## config.mk

```make
export PLATFORM = sky130hd
export DESIGN_NAME = index_linked_multi_queue
export DESIGN_NICKNAME = d
export VERILOG_FILES = /design/src/ilmq_pkg.sv /design/src/ilmq_ram.sv /design/src/ilmq_ctrl.sv /design/src/index_linked_multi_queue.sv
export SDC_FILE = /design/constraint.sdc
export NUM_CORES = 1
export LEC_CHECK = 0
export ABC_AREA = 1
export BUFFER_PORTS_ARGS = -buffer_cell sky130_fd_sc_hd__buf_4
export CORE_MARGIN = 8
export CORE_UTILIZATION = 60
export DETAILED_ROUTE_END_ITERATION = 6
export GPL_ROUTABILITY_DRIVEN = 0
export PLACE_DENSITY = 0.81
export REMOVE_ABC_BUFFERS = 1
export SYNTH_ARGS = -nofsm -noshare
export SYNTH_HDL_FRONTEND = slang
export SYNTH_SLANG_ARGS = --single-unit
```

## constraint.sdc

```tcl
create_clock -name clk -period 7.5 [get_ports clk]
set_input_delay 0.75 -clock clk [delete_from_list [all_inputs] [get_ports clk]]
set_output_delay 0.75 -clock clk [all_outputs]
set_load 0.05 [all_outputs]
```

## src/ilmq_pkg.sv

```systemverilog
package ilmq_pkg;

  localparam int MODE_W = 2;
  localparam int LIST_W = 4;
  localparam int SLOT_W = 6;

  localparam logic [MODE_W-1:0] MODE_PUSH = 2'd0;
  localparam logic [MODE_W-1:0] MODE_POP  = 2'd1;
  localparam logic [MODE_W-1:0] MODE_DEL  = 2'd2;

  typedef enum logic [3:0] {
    ST_CLEAR,
    ST_IDLE,
    ST_HEAD,
    ST_POP,
    ST_UNLINK_HEAD,
    ST_WALK,
    ST_SPLICE,
    ST_TERM,
    ST_RESP
  } ctrl_state_t;

endpackage

```

## src/ilmq_ram.sv

```systemverilog
module ilmq_ram #(
  parameter int DEPTH = 64,
  parameter int WIDTH = 7
) (
  input  logic                     clk,
  input  logic                     we,
  input  logic [$clog2(DEPTH)-1:0] waddr,
  input  logic [WIDTH-1:0]         wdata,
  input  logic                     re,
  input  logic [$clog2(DEPTH)-1:0] raddr,
  output logic [WIDTH-1:0]         rdata
);

  logic [WIDTH-1:0] mem [DEPTH];

  always_ff @(posedge clk) begin
    if (we) begin
      mem[waddr] <= wdata;
    end
  end

  always_ff @(posedge clk) begin
    if (re) begin
      rdata <= mem[raddr];
    end
  end

endmodule

```

## src/ilmq_ctrl.sv

```systemverilog
module ilmq_ctrl
  import ilmq_pkg::*;
#(
  parameter int SLOTS = 64,
  parameter int CPUS  = 8,
  localparam int NLISTS = 3 + CPUS,
  localparam int SW     = $clog2(SLOTS),
  localparam int W      = $clog2(SLOTS + 1),
  localparam int HW     = $clog2(NLISTS)
) (
  input  logic              clk,
  input  logic              rst,
  input  logic              in_valid,
  output logic              in_ready,
  input  logic [MODE_W-1:0] in_mode,
  input  logic [LIST_W-1:0] in_list,
  input  logic [SLOT_W-1:0] in_slot,
  output logic              res_valid,
  input  logic              res_ready,
  output logic [SLOT_W-1:0] res_slot,
  output logic              res_ok,
  output logic              lk_we,
  output logic [SW-1:0]     lk_waddr,
  output logic [W-1:0]      lk_wdata,
  output logic              lk_re,
  output logic [SW-1:0]     lk_raddr,
  input  logic [W-1:0]      lk_rdata,
  output logic              hd_we,
  output logic [HW-1:0]     hd_waddr,
  output logic [W-1:0]      hd_wdata,
  output logic              hd_re,
  output logic [HW-1:0]     hd_raddr,
  input  logic [W-1:0]      hd_rdata
);

  localparam int CLR_N = (SLOTS > NLISTS) ? SLOTS : NLISTS;
  localparam int CLRW  = $clog2(CLR_N);
  localparam logic [W-1:0]    NONE     = W'(SLOTS);
  localparam logic [SW-1:0]   LAST_CNT = SW'(SLOTS - 1);
  localparam logic [CLRW-1:0] LAST_CLR = CLRW'(CLR_N - 1);

  ctrl_state_t state, state_next;
  logic [MODE_W-1:0] op, op_next;
  logic [HW-1:0]     lid, lid_next;
  logic [W-1:0]      sl, sl_next;
  logic [W-1:0]      cur, cur_next;
  logic [SW-1:0]     cnt, cnt_next;
  logic [CLRW-1:0]   clr, clr_next;
  logic [SLOT_W-1:0] res_slot_next;
  logic              res_ok_next;

  logic [31:0] in_slot32, in_list32, sl32, cur32, clr32, clr32p1;
  logic        list_ok, slot_ok, mode_ok;

  assign in_slot32 = 32'(in_slot);
  assign in_list32 = 32'(in_list);
  assign sl32      = 32'(sl);
  assign cur32     = 32'(cur);
  assign clr32     = 32'(clr);
  assign clr32p1   = clr32 + 32'd1;
  assign list_ok   = in_list32 < 32'(NLISTS);
  assign slot_ok   = in_slot32 < 32'(SLOTS);
  assign mode_ok   = (in_mode == MODE_PUSH) || (in_mode == MODE_POP) || (in_mode == MODE_DEL);

  assign in_ready  = (state == ST_IDLE);
  assign res_valid = (state == ST_RESP);

  always_ff @(posedge clk) begin
    if (rst) begin
      state <= ST_CLEAR;
      clr   <= '0;
    end else begin
      state <= state_next;
      clr   <= clr_next;
    end
  end

  always_ff @(posedge clk) begin
    op       <= op_next;
    lid      <= lid_next;
    sl       <= sl_next;
    cur      <= cur_next;
    cnt      <= cnt_next;
    res_slot <= res_slot_next;
    res_ok   <= res_ok_next;
  end

  always_comb begin
    state_next    = state;
    op_next       = op;
    lid_next      = lid;
    sl_next       = sl;
    cur_next      = cur;
    cnt_next      = cnt;
    clr_next      = clr;
    res_slot_next = res_slot;
    res_ok_next   = res_ok;
    lk_we         = 1'b0;
    lk_waddr      = sl[SW-1:0];
    lk_wdata      = NONE;
    lk_re         = 1'b0;
    lk_raddr      = cur[SW-1:0];
    hd_we         = 1'b0;
    hd_waddr      = lid;
    hd_wdata      = sl;
    hd_re         = 1'b0;
    hd_raddr      = in_list32[HW-1:0];

    unique case (state)
      ST_CLEAR: begin
        // rebuild the reset chain: slot i links to i+1, only list 0 owns slots
        if (clr32 < 32'(SLOTS)) begin
          lk_we    = 1'b1;
          lk_waddr = clr32[SW-1:0];
          lk_wdata = clr32p1[W-1:0];
        end
        if (clr32 < 32'(NLISTS)) begin
          hd_we    = 1'b1;
          hd_waddr = clr32[HW-1:0];
          hd_wdata = (clr == '0) ? '0 : NONE;
        end
        clr_next = clr + CLRW'(1);
        if (clr == LAST_CLR) begin
          state_next = ST_IDLE;
        end
      end

      ST_IDLE: begin
        if (in_valid) begin
          op_next  = in_mode;
          lid_next = in_list32[HW-1:0];
          sl_next  = in_slot32[W-1:0];
          if (!list_ok || !mode_ok || (in_mode != MODE_POP && !slot_ok)) begin
            res_ok_next   = 1'b0;
            res_slot_next = '0;
            state_next    = ST_RESP;
          end else begin
            hd_re      = 1'b1;
            state_next = ST_HEAD;
          end
        end
      end

      ST_HEAD: begin
        cur_next      = hd_rdata;
        cnt_next      = '0;
        res_ok_next   = 1'b0;
        res_slot_next = '0;
        state_next    = ST_RESP;
        case (op)
          MODE_POP: begin
            if (hd_rdata < NONE) begin
              lk_re      = 1'b1;
              lk_raddr   = hd_rdata[SW-1:0];
              state_next = ST_POP;
            end
          end
          MODE_PUSH: begin
            if (hd_rdata >= NONE) begin
              hd_we         = 1'b1;
              lk_we         = 1'b1;
              res_ok_next   = 1'b1;
              res_slot_next = sl32[SLOT_W-1:0];
            end else if (hd_rdata != sl) begin
              lk_re      = 1'b1;
              lk_raddr   = hd_rdata[SW-1:0];
              state_next = ST_WALK;
            end
          end
          MODE_DEL: begin
            if (hd_rdata < NONE) begin
              lk_re = 1'b1;
              if (hd_rdata == sl) begin
                lk_raddr   = sl[SW-1:0];
                state_next = ST_UNLINK_HEAD;
              end else begin
                lk_raddr   = hd_rdata[SW-1:0];
                state_next = ST_WALK;
              end
            end
          end
          default: begin
          end
        endcase
      end

      ST_POP: begin
        hd_we         = 1'b1;
        hd_wdata      = lk_rdata;
        lk_we         = 1'b1;
        lk_waddr      = cur[SW-1:0];
        res_ok_next   = 1'b1;
        res_slot_next = cur32[SLOT_W-1:0];
        state_next    = ST_RESP;
      end

      ST_UNLINK_HEAD: begin
        hd_we         = 1'b1;
        hd_wdata      = lk_rdata;
        lk_we         = 1'b1;
        res_ok_next   = 1'b1;
        res_slot_next = sl32[SLOT_W-1:0];
        state_next    = ST_RESP;
      end

      ST_WALK: begin
        // lk_rdata is the successor of cur
        res_ok_next   = 1'b0;
        res_slot_next = '0;
        if (op == MODE_PUSH && lk_rdata >= NONE) begin
          lk_we      = 1'b1;
          lk_waddr   = cur[SW-1:0];
          lk_wdata   = sl;
          state_next = ST_TERM;
        end else if (op != MODE_PUSH && lk_rdata >= NONE) begin
          state_next = ST_RESP;
        end else if (lk_rdata == sl) begin
          if (op == MODE_PUSH) begin
            state_next = ST_RESP;
          end else begin
            lk_re      = 1'b1;
            lk_raddr   = sl[SW-1:0];
            state_next = ST_SPLICE;
          end
        end else if (cnt == LAST_CNT) begin
          // chain loops back on itself
          state_next = ST_RESP;
        end else begin
          cur_next = lk_rdata;
          cnt_next = cnt + SW'(1);
          lk_re    = 1'b1;
          lk_raddr = lk_rdata[SW-1:0];
        end
      end

      ST_SPLICE: begin
        lk_we      = 1'b1;
        lk_waddr   = cur[SW-1:0];
        lk_wdata   = lk_rdata;
        state_next = ST_TERM;
      end

      ST_TERM: begin
        lk_we         = 1'b1;
        res_ok_next   = 1'b1;
        res_slot_next = sl32[SLOT_W-1:0];
        state_next    = ST_RESP;
      end

      ST_RESP: begin
        if (res_ready) begin
          state_next = ST_IDLE;
        end
      end

      default: begin
        state_next = ST_IDLE;
      end
    endcase
  end

endmodule

```

## src/index_linked_multi_queue.sv

```systemverilog
// a word rejected on its fields goes straight to the result state; push onto an empty list or
//   a failure seen at the head is decided after the head read, pop and delete of the head after a link read
// push and delete walk the list one link per cycle, and a link counter stops a walk
//   on a chain that loops back on itself
// the result sits in an output register, so the next word is taken while it waits
// rst is synchronous; then a clearing pass over all link and head entries with s_tready low
module index_linked_multi_queue
  import ilmq_pkg::*;
#(
  parameter int SLOTS = 64,
  parameter int CPUS  = 8
) (
  input  logic        clk,
  input  logic        rst,
  input  logic        s_tvalid,
  output logic        s_tready,
  input  logic [15:0] s_tdata,  // mode[1:0], list_id[5:2], slot[11:6], zero[15:12]
  output logic        m_tvalid,
  input  logic        m_tready,
  output logic [7:0]  m_tdata   // slot_out[5:0], ok[6], zero[7]
);

  localparam int NLISTS = 3 + CPUS;
  localparam int SW     = $clog2(SLOTS);
  localparam int W      = $clog2(SLOTS + 1);
  localparam int HW     = $clog2(NLISTS);

  logic              res_valid, res_ready, res_ok;
  logic [SLOT_W-1:0] res_slot;
  logic [SLOT_W-1:0] out_slot;
  logic              out_ok;

  logic          lk_we, lk_re;
  logic [SW-1:0] lk_waddr, lk_raddr;
  logic [W-1:0]  lk_wdata, lk_rdata;
  logic          hd_we, hd_re;
  logic [HW-1:0] hd_waddr, hd_raddr;
  logic [W-1:0]  hd_wdata, hd_rdata;

  ilmq_ctrl #(
    .SLOTS (SLOTS),
    .CPUS  (CPUS)
  ) u_ctrl (
    .clk       (clk),
    .rst       (rst),
    .in_valid  (s_tvalid),
    .in_ready  (s_tready),
    .in_mode   (s_tdata[1:0]),
    .in_list   (s_tdata[5:2]),
    .in_slot   (s_tdata[11:6]),
    .res_valid (res_valid),
    .res_ready (res_ready),
    .res_slot  (res_slot),
    .res_ok    (res_ok),
    .lk_we     (lk_we),
    .lk_waddr  (lk_waddr),
    .lk_wdata  (lk_wdata),
    .lk_re     (lk_re),
    .lk_raddr  (lk_raddr),
    .lk_rdata  (lk_rdata),
    .hd_we     (hd_we),
    .hd_waddr  (hd_waddr),
    .hd_wdata  (hd_wdata),
    .hd_re     (hd_re),
    .hd_raddr  (hd_raddr),
    .hd_rdata  (hd_rdata)
  );

  ilmq_ram #(
    .DEPTH (SLOTS),
    .WIDTH (W)
  ) u_link_ram (
    .clk   (clk),
    .we    (lk_we),
    .waddr (lk_waddr),
    .wdata (lk_wdata),
    .re    (lk_re),
    .raddr (lk_raddr),
    .rdata (lk_rdata)
  );

  ilmq_ram #(
    .DEPTH (NLISTS),
    .WIDTH (W)
  ) u_head_ram (
    .clk   (clk),
    .we    (hd_we),
    .waddr (hd_waddr),
    .wdata (hd_wdata),
    .re    (hd_re),
    .raddr (hd_raddr),
    .rdata (hd_rdata)
  );

  // output register
  assign res_ready = !m_tvalid || m_tready;

  always_ff @(posedge clk) begin
    if (rst) begin
      m_tvalid <= 1'b0;
    end else if (res_ready) begin
      m_tvalid <= res_valid;
    end
  end

  always_ff @(posedge clk) begin
    if (res_valid && res_ready) begin
      out_slot <= res_slot;
      out_ok   <= res_ok;
    end
  end

  assign m_tdata = {1'b0, out_ok, out_slot};

endmodule
```

; ---- Yosys cells after proc, flatten, opt, wreduce, memory -nomap -nowiden
; Memories as Yosys holds them, arrays and structs flattened. A register that Yosys moved wholly into a read port is not among the register bits.
; Index checks and enable logic that the tools add are counted.
[op_classes]
muxes = 81
reduce_logical = 32
eq_ne = 27
order_cmp = 7
add_sub_neg = 3
[ops]
columns = cell, n
row1 = $mux W6, 24
row2 = $mux W4, 15
row3 = $pmux W6 S2, 3
row4 = $pmux W6 S3, 2
row5 = $pmux W6 S5, 1
row6 = $mux W7, 4
row7 = $pmux W4 S7, 1
row8 = $mux W1, 23
row9 = $pmux W7 S3, 1
row10 = $eq A4 B3 Y1 const B, 4
row11 = $eq A7 B6 Y1, 2
row12 = $ge A7 B7 Y1 const B, 2
row13 = $lt A6 B7 Y1 const B, 2
row14 = $pmux W7 S2, 1
row15 = $add A6 B1 Y6 const B, 2
row16 = $eq A6 B6 Y1 const B, 2
row17 = $pmux W4 S3, 1
row18 = $ne A2 B2 Y1 const B, 5
row19 = $eq A4 B2 Y1 const B, 2
row20 = $ne A2 B1 Y1 const B, 4
row21 = $pmux W1 S4, 2
row22 = $reduce_or A2 Y1, 4
row23 = $add A6 B1 Y7 const B, 1
row24 = $lt A7 B7 Y1 const B, 1
row25 = other kinds (25), 41
[word_totals]
inputBits = 20
memories = 2
ff_bits = 49
mem_bits_rw = 525
wordCells = 164
out_inout_bits = 10
[mem_list]
columns = memory, words, word_bits, rd, rd_clocked_by_memory_dff, write_ports, line_no
row1 = u_link_ram.mem, 64, 7, 1, 1, 1, ilmq_ram.sv:14  ; logic [WIDTH-1:0] mem [DEPTH];
row2 = u_head_ram.mem, 11, 7, 1, 1, 1, ilmq_ram.sv:14

; ---- Depth between registers and ports, before layout
; Gate-level depths: netlist (run 1).
[logic_depth]
ltp_word = 9
ltp_mapped = 23
depth_no_buf = 22

; ---- Modules after synthesis
; A second synthesis (run 1) with hierarchy kept.
[hier_totals]
cells_unflattened = 2424
hier_area_um2 = 25782.2
[by_module_without_submodules]
columns = mod, cells_per_inst, area_per_inst_um2, seq_area_each_um2, instances
row1 = ilmq_ram (u_link_ram), 1604, 18637.9, 13663.1, 1
row2 = ilmq_ram (u_head_ram), 312, 3534.6, 2522.4, 1
row3 = ilmq_ctrl, 492, 3333.2, 1131.1, 1
row4 = index_linked_multi_queue, 16, 276.5, 230.2, 1

; ---- Worst setup path before layout (run 1)
; No wires, ideal clock.
[synth_path]
kind = register to register
start = reg u_ctrl.op[0]
end = mem u_link_ram.mem[0][0], data pin
setup_ps = 567
t_arrival_ps = 3093
n_path_buf = 1
stages_incl_launch_ff = 8
required_ps = 6933
period_less_slack_ps = 3660
setup_slack_ps = 3840
path_cell_list = edfxtp_1 inv_1 ha_1 clkbuf_1 nand2_1 inv_1 nand2_1 o221ai_1
[synth_between]
elab_chain_len = 4
[synth_lines]
columns = element, line_no
row1 = start: declaration, ilmq_ctrl.sv:43  ; logic [MODE_W-1:0] op, op_next;
row2 = start signal: assignment, ilmq_ctrl.sv:79  ; op <= op_next;
row3 = $logic_not A2 Y1, ilmq_ctrl.sv:210  ; if (op == MODE_PUSH && lk_rdata >= NONE) begin
row4 = $logic_and A1 B1 Y1, ilmq_ctrl.sv:210
row5 = $mux W7, ilmq_ctrl.sv:210
row6 = $pmux W7 S3, ilmq_ctrl.sv:109  ; unique case (state)
row7 = net lk_wdata[0], index_linked_multi_queue.sv:35  ; logic [W-1:0] lk_wdata, lk_rdata;
row8 = end: declaration, ilmq_ram.sv:14
; The timed path passes the listed nets, and every way through them passes these cells.

; ---- Worst setup path in the final report (run 1)
[layout_path]
start = reg u_ctrl.sl[5]
end = reg u_link_ram.rdata[2], read port of u_link_ram.mem, data pin
[layout_between]
elab_chain_len = 5
word_cells_on_any_way = 20
classes_between = 3 x eq/ne / 17 x mux
[layout_lines]
columns = element, line_no
row1 = start: declaration, ilmq_ctrl.sv:45  ; logic [W-1:0] sl, sl_next;
row2 = start signal: assignment, ilmq_ctrl.sv:81  ; sl <= sl_next;
row3 = $eq A7 B6 Y1 (tied with other cells), ilmq_ctrl.sv:173  ; if (hd_rdata == sl) begin
row4 = $mux W6 (tied with other cells), ilmq_ctrl.sv:173
row5 = $mux W6 (tied with other cells), ilmq_ctrl.sv:171  ; if (hd_rdata < NONE) begin
row6 = $pmux W6 S3 (tied with other cells), ilmq_ctrl.sv:150  ; case (op)
row7 = $pmux W6 S2 / $pmux W1 S2 (equally long branches), ilmq_ctrl.sv:109
row8 = end: declaration, ilmq_ram.sv:11  ; output logic [WIDTH-1:0] rdata
; Several ways; a longest one is shown, not always the timed one.
; A chain may end at the register's enable or synchronous reset.

==> results of run 1 <==
-- cell families after synthesis --
logic type | after synthesis
and+or+nand+nor | 1304
DFF | 588
buffers and inverters | 457
AOI/OAI and AO/OA | 168
adders and majority gates | 7
xor gates and xnor gates | 5
other | 1
-- through the flow --
stage	power (uW)	setup WS, ns	utilization
finish	7460	2.61	0.658
CTS	7450	2.83	0.658
global route	7660	2.40	0.658
floorplan	4450	2.57	-
global placement	4700	2.93	0.618
detailed placement	4740	2.86	0.618
-- area by class of cell --
cell class | count | area (sq um) | area share
sequential | 588 | 17500 | 0.604
multi-input combinational | 1485 | 7410 | 0.255
clock buffer | 67 | 1440 | 0.0497
inverter | 327 | 1230 | 0.0423
tap | 592 | 741 | 0.0255
clock inverter | 37 | 348 | 0.0120
timing repair buffer | 44 | 330 | 0.0114
-- report_power, final --
group	switching [uW]	internal [uW]	total, uW
combinational	573	141	714
clock	1210	1550	2770
sequential	44.2	3930	3980
-- layer usage --
layer,vias up,global-route usage
met5,-,0
met4,0,0.108
met3,238,0.0488
met2,1131,0.394
met1,8967,0.322
li1,8595,-
-- flip-flops by register name, summed over array words and instances, names as in the netlist --
register          count
u_ctrl.res_ok         1
u_ctrl.op             2
u_ctrl.cnt            6
u_ctrl.cur            6
u_ctrl.res_slot       6
m_tvalid              1
out_ok                1
u_head_ram.mem       77
u_ctrl.state          4
u_ctrl.lid            4
out_slot              6
u_ctrl.sl             6
u_ctrl.clr            6
u_head_ram.rdata      7
u_link_ram.rdata      7
u_link_ram.mem      448
-- worst max-delay path, cell delays in order (launching register included) --
cell and delay (ns):
edfxtp_1 0.51, inv_2 0.22, nor2_1 0.06, nor2_1 0.08
nand2_1 0.06, nor2_1 0.11, nand2_2 0.13, nand2_2 0.10
nand2_1 0.07, nand2_2 0.13, nand2_2 0.08, nand2_4 0.09
nand2_4 0.35, nand2_8 0.86, buf_4 0.62, nand2_1 0.10
nand3_1 0.12, nand3_1 0.10, nand3_1 0.16, nand3_1 0.18
nand3_1 0.12, nand2_1 0.10
-- worst paths after layout --
| kind | endpoint | slack (ns) | from |
|---|---|---|---|
| setup / recovery | u_link_ram.rdata[2] | 2.61 | u_ctrl.sl[5] |
| setup reg to reg | u_link_ram.rdata[2] | 2.61 | u_ctrl.sl[5] |
| hold / removal | u_ctrl.sl[1] | 0.29 | s_tdata[7] |
| hold reg to reg | out_slot[3] | 0.42 | u_ctrl.res_slot[3] |
-- cell usage in the layout (no fill, tap or decap), drive strengths merged, types with 31 or more instances in the layout --
| cell type | instances |
|---|---|
| nand2 | 522 |
| nor2 | 181 |
| edfxtp | 577 |
| o21ai | 68 |
| clkbuf | 67 |
| nand3b | 147 |
| clkinv | 31 |
| a21oi | 36 |
| nand3 | 434 |
| buf | 44 |
| inv | 327 |
==> results by group, run 1 <==
Synth
  – Simple-gate share of the synthesized area: 0.229
  – Post-synth EDFFs: just under 600
  – Post-synth cell types: 43
  – Top cell type's share of synthesized area: 0.649
  – Register area share after synthesis: 0.657
  – Post-synthesis async set-or-reset flop share: 0
  – Synthesized-area fraction occupied by adder cells: 0.00328
  – Synth cell count leaders: 577 x edfxtp_1, 512 x nand2_1, 432 x nand3_1
  – Largest family of logic cells by synthesized area: simple AND/OR/NAND/NOR gates
  – XOR/XNOR Fraction of Synth Area: 0.00164
  – Mapped Avg Cell Area: approximately 11 sq um
  – Synthesized area: 26700 sq um
  – Compound-gate portion of the synthesized area: 0.0375
  – Flops & latches, synth: between 500 and 600
  – Yosys top cell by area: edfxtp_1
  – Warnings, synthesis: 0
  – Main flop type after synthesis: edfxtp_1
  – Largest cells by area after synthesis: edfxtp_1 65%, nand3_1 8.1%, nand2_1 7.2%, inv_1 4.3%, nand3b_1 4.1%
  – Syn Inst Count: roughly 2500
  – Most common cell in the netlist: edfxtp_1
  – Proportion of synthesized area in mux cells: 0

Placement
  – Placed Area: roughly 27000 sq um
  – Hpwl dp: 37.4 mm
  – DP Cell Count: a little over 3000
  – # port buffers: 24

Drt
  – DRT met1 WL: approximately 24 mm
  – 1st-pass router iterations: 7
  – 1st-iter DRT viols: 2464
  – Met2 wire length: roughly 30 mm
  – Via count: approximately 19000
  – Routed wl met3: 6.72 mm
  – DR top layer: met4
  – Via density: 6.03
  – Post-detailed-routing wire length: roughly 64 mm
  – # DRC: 1
  – Routed WL per cell: a little over 20 um
  – DRT antenna net count: 0

Layout
  – Layout cell share with drive strength beyond 1: 0.0703
  – Layout area overhead: 8.77%
  – NumNets Final: about 2500
  – Fill count: roughly 3200
  – Final non-filler cell total: 3140
  – Ant diodes: 0
  – Final instance area: 29000 sq um

Status
  – Status: complete, but fails checks
  – Failing checks: DRC

STA
  – Worst slew pin tran: roughly 1.2 ns
  – Final hold slack: roughly 0.29 ns
  – Slew Limit Fails: 0
  – Endpoints failing setup: 0
  – RSZ-0062 raised after global routing: no
  – TNS Setup: 0 ns
  – Final worst-path cycle share: 0.652
  – Setup Skew: 0.0341 ns
  – Highest clock rate: 205 MHz
  – Max transition margin: 0.178
  – Final Hold Fails: 0
  – Fin crit period: between 4 and 5 ns

Global routing
  – Grt ovf: 0
  – Vias in the first global route: ~18000
  – Initial antenna violation count: 0
  – Total track usage: 0.244
  – Largest net degree at the start of global routing: roughly 180
  – First-pass GRT wire length: 97.9 mm

Clock tree
  – # clock sinks: between 500 and 600
  – Root Driver: clkbuf_16
  – Maximum root-to-sink buffer count: 3
  – CTS resizes: 0
  – CTS Hold Buffers Added: 0
  – Post-CTS setup buffer count: 0
  – TritonCTS buffer count: 56
  – CTS tree: built
  – Worst skew pair latency: around 0.64 ns
  – Clock transition at path regs: ~0.070 ns
  – H-tree levels: 2

Floorplanning
  – Top Ports: 30
  – Die area: around 52000 sq um
  – Die width: between 200 and 250 um
  – Initial core utilization: 0.605
  – Core Rows: between 70 and 80
  – Core ar.: approximately 44000 sq um
  – Die H: ~230 um

Setup path
  – CP Max Fanout: 174
  – CP startpoint kind: flip-flop
  – CP endpoint kind: flip-flop
  – Setup CP Type: reg2reg
  – FF-to-FF path depth: 21
  – Worst Path Required: 7.88 ns
  – Critical path arrival: between 5 and 6 ns

Run
  – Maxcap violations: 0

Hold path
  – Class of the worst hold path: in2reg
  – Min-Delay Path Depth: 1

Power
  – Maximum VDD drop: around 0.00020 V
  – Pleak: ~0.011 uW
  – P per Cell Area: 257 nW/um^2
(Power assumes the default switching activity.)
==> run 2: changes to the inputs <==
Settings changed: CORE_UTILIZATION 60 to 57.
Clock period 7.5 ns to 4.45 ns, I/O delays scaled along.
==> run 2 against run 1 <==
  * The run still ends with DRC left
  * Core utilization down 2.3 points
  * Count of clock-buffer cells in the layout up 5
  * Clock power up 75%
  * Largest cell class unchanged
==> results by group, run 2 (synthesis gave the netlist of run 1 again) <==
Status
  – Status: complete, but fails checks
  – Failing checks: DRC

STA
  – Final Hold Fails: 0
  – Fin crit period: 4.06 ns
  – Final hold slack: 0.0284 ns
  – Highest clock rate: roughly 250 MHz
  – Endpoints failing setup: 0
  – Final worst-path cycle share: 0.912
  – Slew Limit Fails: 0
  – RSZ-0062 raised after global routing: no
  – Worst slew pin tran: roughly 1.2 ns
  – Max transition margin: 0.187
  – Setup Skew: between 0.04 and 0.05 ns
  – PnR worst setup slack: just under 0.4 ns

Setup path
  – CP Max Fanout: 84
  – Setup CP Type: reg2reg
  – Crit. Startpoint: u_ctrl.sl[2]
  – CP endpoint kind: flip-flop
  – CP startpoint kind: flip-flop
  – FF-to-FF path depth: 21
  – FF-to-FF setup slack: 0.39 ns
  – Worst flop-to-flop path startpoint: u_ctrl.sl[2]
  – Critical path arrival: 4.43 ns
  – Reg2Reg Capture Point: u_link_ram.rdata[1]
  – Worst Path Required: 4.82 ns
  – Worst Setup EP: u_link_ram.rdata[1]

Clock tree
  – Root Driver: clkbuf_16
  – Clock transition at path regs: approximately 0.070 ns
  – CTS resizes: 0
  – Post-CTS setup buffer count: 0
  – CTS tree: built
  – # clock sinks: slightly below 600
  – H-tree levels: 2
  – TritonCTS buffer count: 57
  – Maximum root-to-sink buffer count: 3
  – Worst skew pair latency: 0.65 ns

Drt
  – 1st-iter DRT viols: 2640
  – DRT antenna net count: 0
  – Post-detailed-routing wire length: ~67 mm
  – Via density: about 6.1
  – Routed WL per cell: between 20 and 25 um
  – # DRC: 10
  – Via count: a little under 20000
  – 1st-pass router iterations: 7

Floorplanning
  – Initial core utilization: 0.576
  – Core ar.: 46400 sq um
  – Die width: between 200 and 250 um
  – Top Ports: 30
  – Die H: between 200 and 250 um
  – Core Rows: 79
  – Die area: 54000 sq um

Global routing
  – Vias in the first global route: between 15000 and 20000
  – Initial antenna violation count: 0
  – Largest net degree at the start of global routing: between 90 and 100
  – Total track usage: 0.242
  – First-pass GRT wire length: 103 mm
  – Grt ovf: 0

Layout
  – Ant diodes: 0
  – Layout cell share with drive strength beyond 1: 0.0763
  – Final instance area: approximately 29000 sq um
  – Largest register by flop count: u_link_ram.mem
  – Core Util, Final: 0.635
  – Commonest non-fill, non-tap cell in the layout: edfxtp_1
  – NumNets Final: 2553
  – Max reg flops: between 400 and 500
  – Layout area overhead: 10.2%
  – Fill count: roughly 3300
  – Commonest non-fill, non-tap cells in the layout: 577 x edfxtp_1, 512 x nand2_1, 432 x nand3_1, 309 x inv_1, 176 x nor2_1
  – Regs by FF count: u_link_ram.mem (448), u_head_ram.mem (77)

Power
  – Pleak: between 0.01 and 0.015 uW
  – Maximum VDD drop: between 0.0003 and 0.0004 V
  – Tot Pwr: ~13000 uW
  – P per Cell Area: between 400 and 500 nW/um^2

Hold path
  – Class of the worst hold path: in2reg

Placement
  – Placed Area: 27500 sq um
  – Post-place setup slack: 0.589 ns
  – # port buffers: 24
  – Hpwl dp: approximately 40 mm

Run
  – Maxcap violations: 0
==> run 2: cell types whose count changed in the layout (fill, tap and decap cells not counted), moves of 2 or more <==
cell / previous run / this run
buf_4: 44 / 53
clkbuf_1: 11 / 14
bufinv_16: 5 / 7
buf_12: 0 / 8
dlygate4sd3_1: 0 / 6
clkinv_1: 13 / 8
clkinv_2: 14 / 9
==> run 2: power breakdown <==
| part | total [uW] | switching (uW) | internal (uW) |
|---|---|---|---|
| logic | 1270 | 1010 | 262 |
| registers | 6720 | 85.6 | 6630 |
| clock network | 4860 | 2070 | 2790 |
==> run 2: layout make-up <==
type                    instances  area, sq um  share of cell area
well taps                     607          759              0.0258
flip-flops and latches        588        17500               0.596
repair buffers                 67          618              0.0210
clock buffers                  72         1490              0.0507
clock inverters                30          383              0.0130
multi-input cells            1485         7410               0.252
inverters                     327         1230              0.0418
==> run 2: metrics by stage <==
stage          std cells  setup TNS, ns
5_1_grt             3176              0
6_report            3176              0
3_3_place_gp        3068              0
4_1_cts             3176              0
3_5_place_dp        3068              0
2_1_floorplan       2400          -3.39
==> run 2: how the worst min path moves through the flow <==
stage,start,end,slack [ns],depth (start not counted)
floorplan,u_ctrl.res_ok,out_ok,0.40,0
global placement,u_ctrl.res_slot[4],out_slot[4],0.41,0
detailed placement,u_ctrl.res_slot[5],out_slot[5],0.40,0
CTS,s_tdata[1],u_ctrl.op[1],0.007,1
global route,s_tdata[1],u_ctrl.op[1],0.005,1
finish,s_tdata[1],u_ctrl.op[1],0.03,1
==> run 2: critical path, stage by stage (launching register included) <==
cell,delay [ns]
edfxtp_1,0.57
inv_2,0.23
nand2_1,0.07
nand2_1,0.08
nand2_1,0.05
nor2_1,0.16
nand2_2,0.15
nand2_2,0.10
nand2_1,0.07
nand2_2,0.11
nand2_2,0.07
nand2_4,0.11
nand2_4,0.32
nand2_8,0.35
buf_12,0.35
nand2_1,0.10
nand3_1,0.08
nand3_1,0.16
nand3_1,0.21
nand3_1,0.16
nand3_1,0.17
nand2_1,0.09
==> run 2: timing repair <==
action / in CTS / in global routing
endpoints found under the setup margin: 0 / 0
hold buffers: 6 / 0
hold endpoints to repair: 6 / 0
==> run 2: layer usage <==
layer,GRT usage,wire [um],vias up
met5,0,0,-
met4,0.103,2810,0
met3,0.0476,7590,219
met2,0.391,31300,1304
met1,0.320,25100,9174
li1,-,-,8652
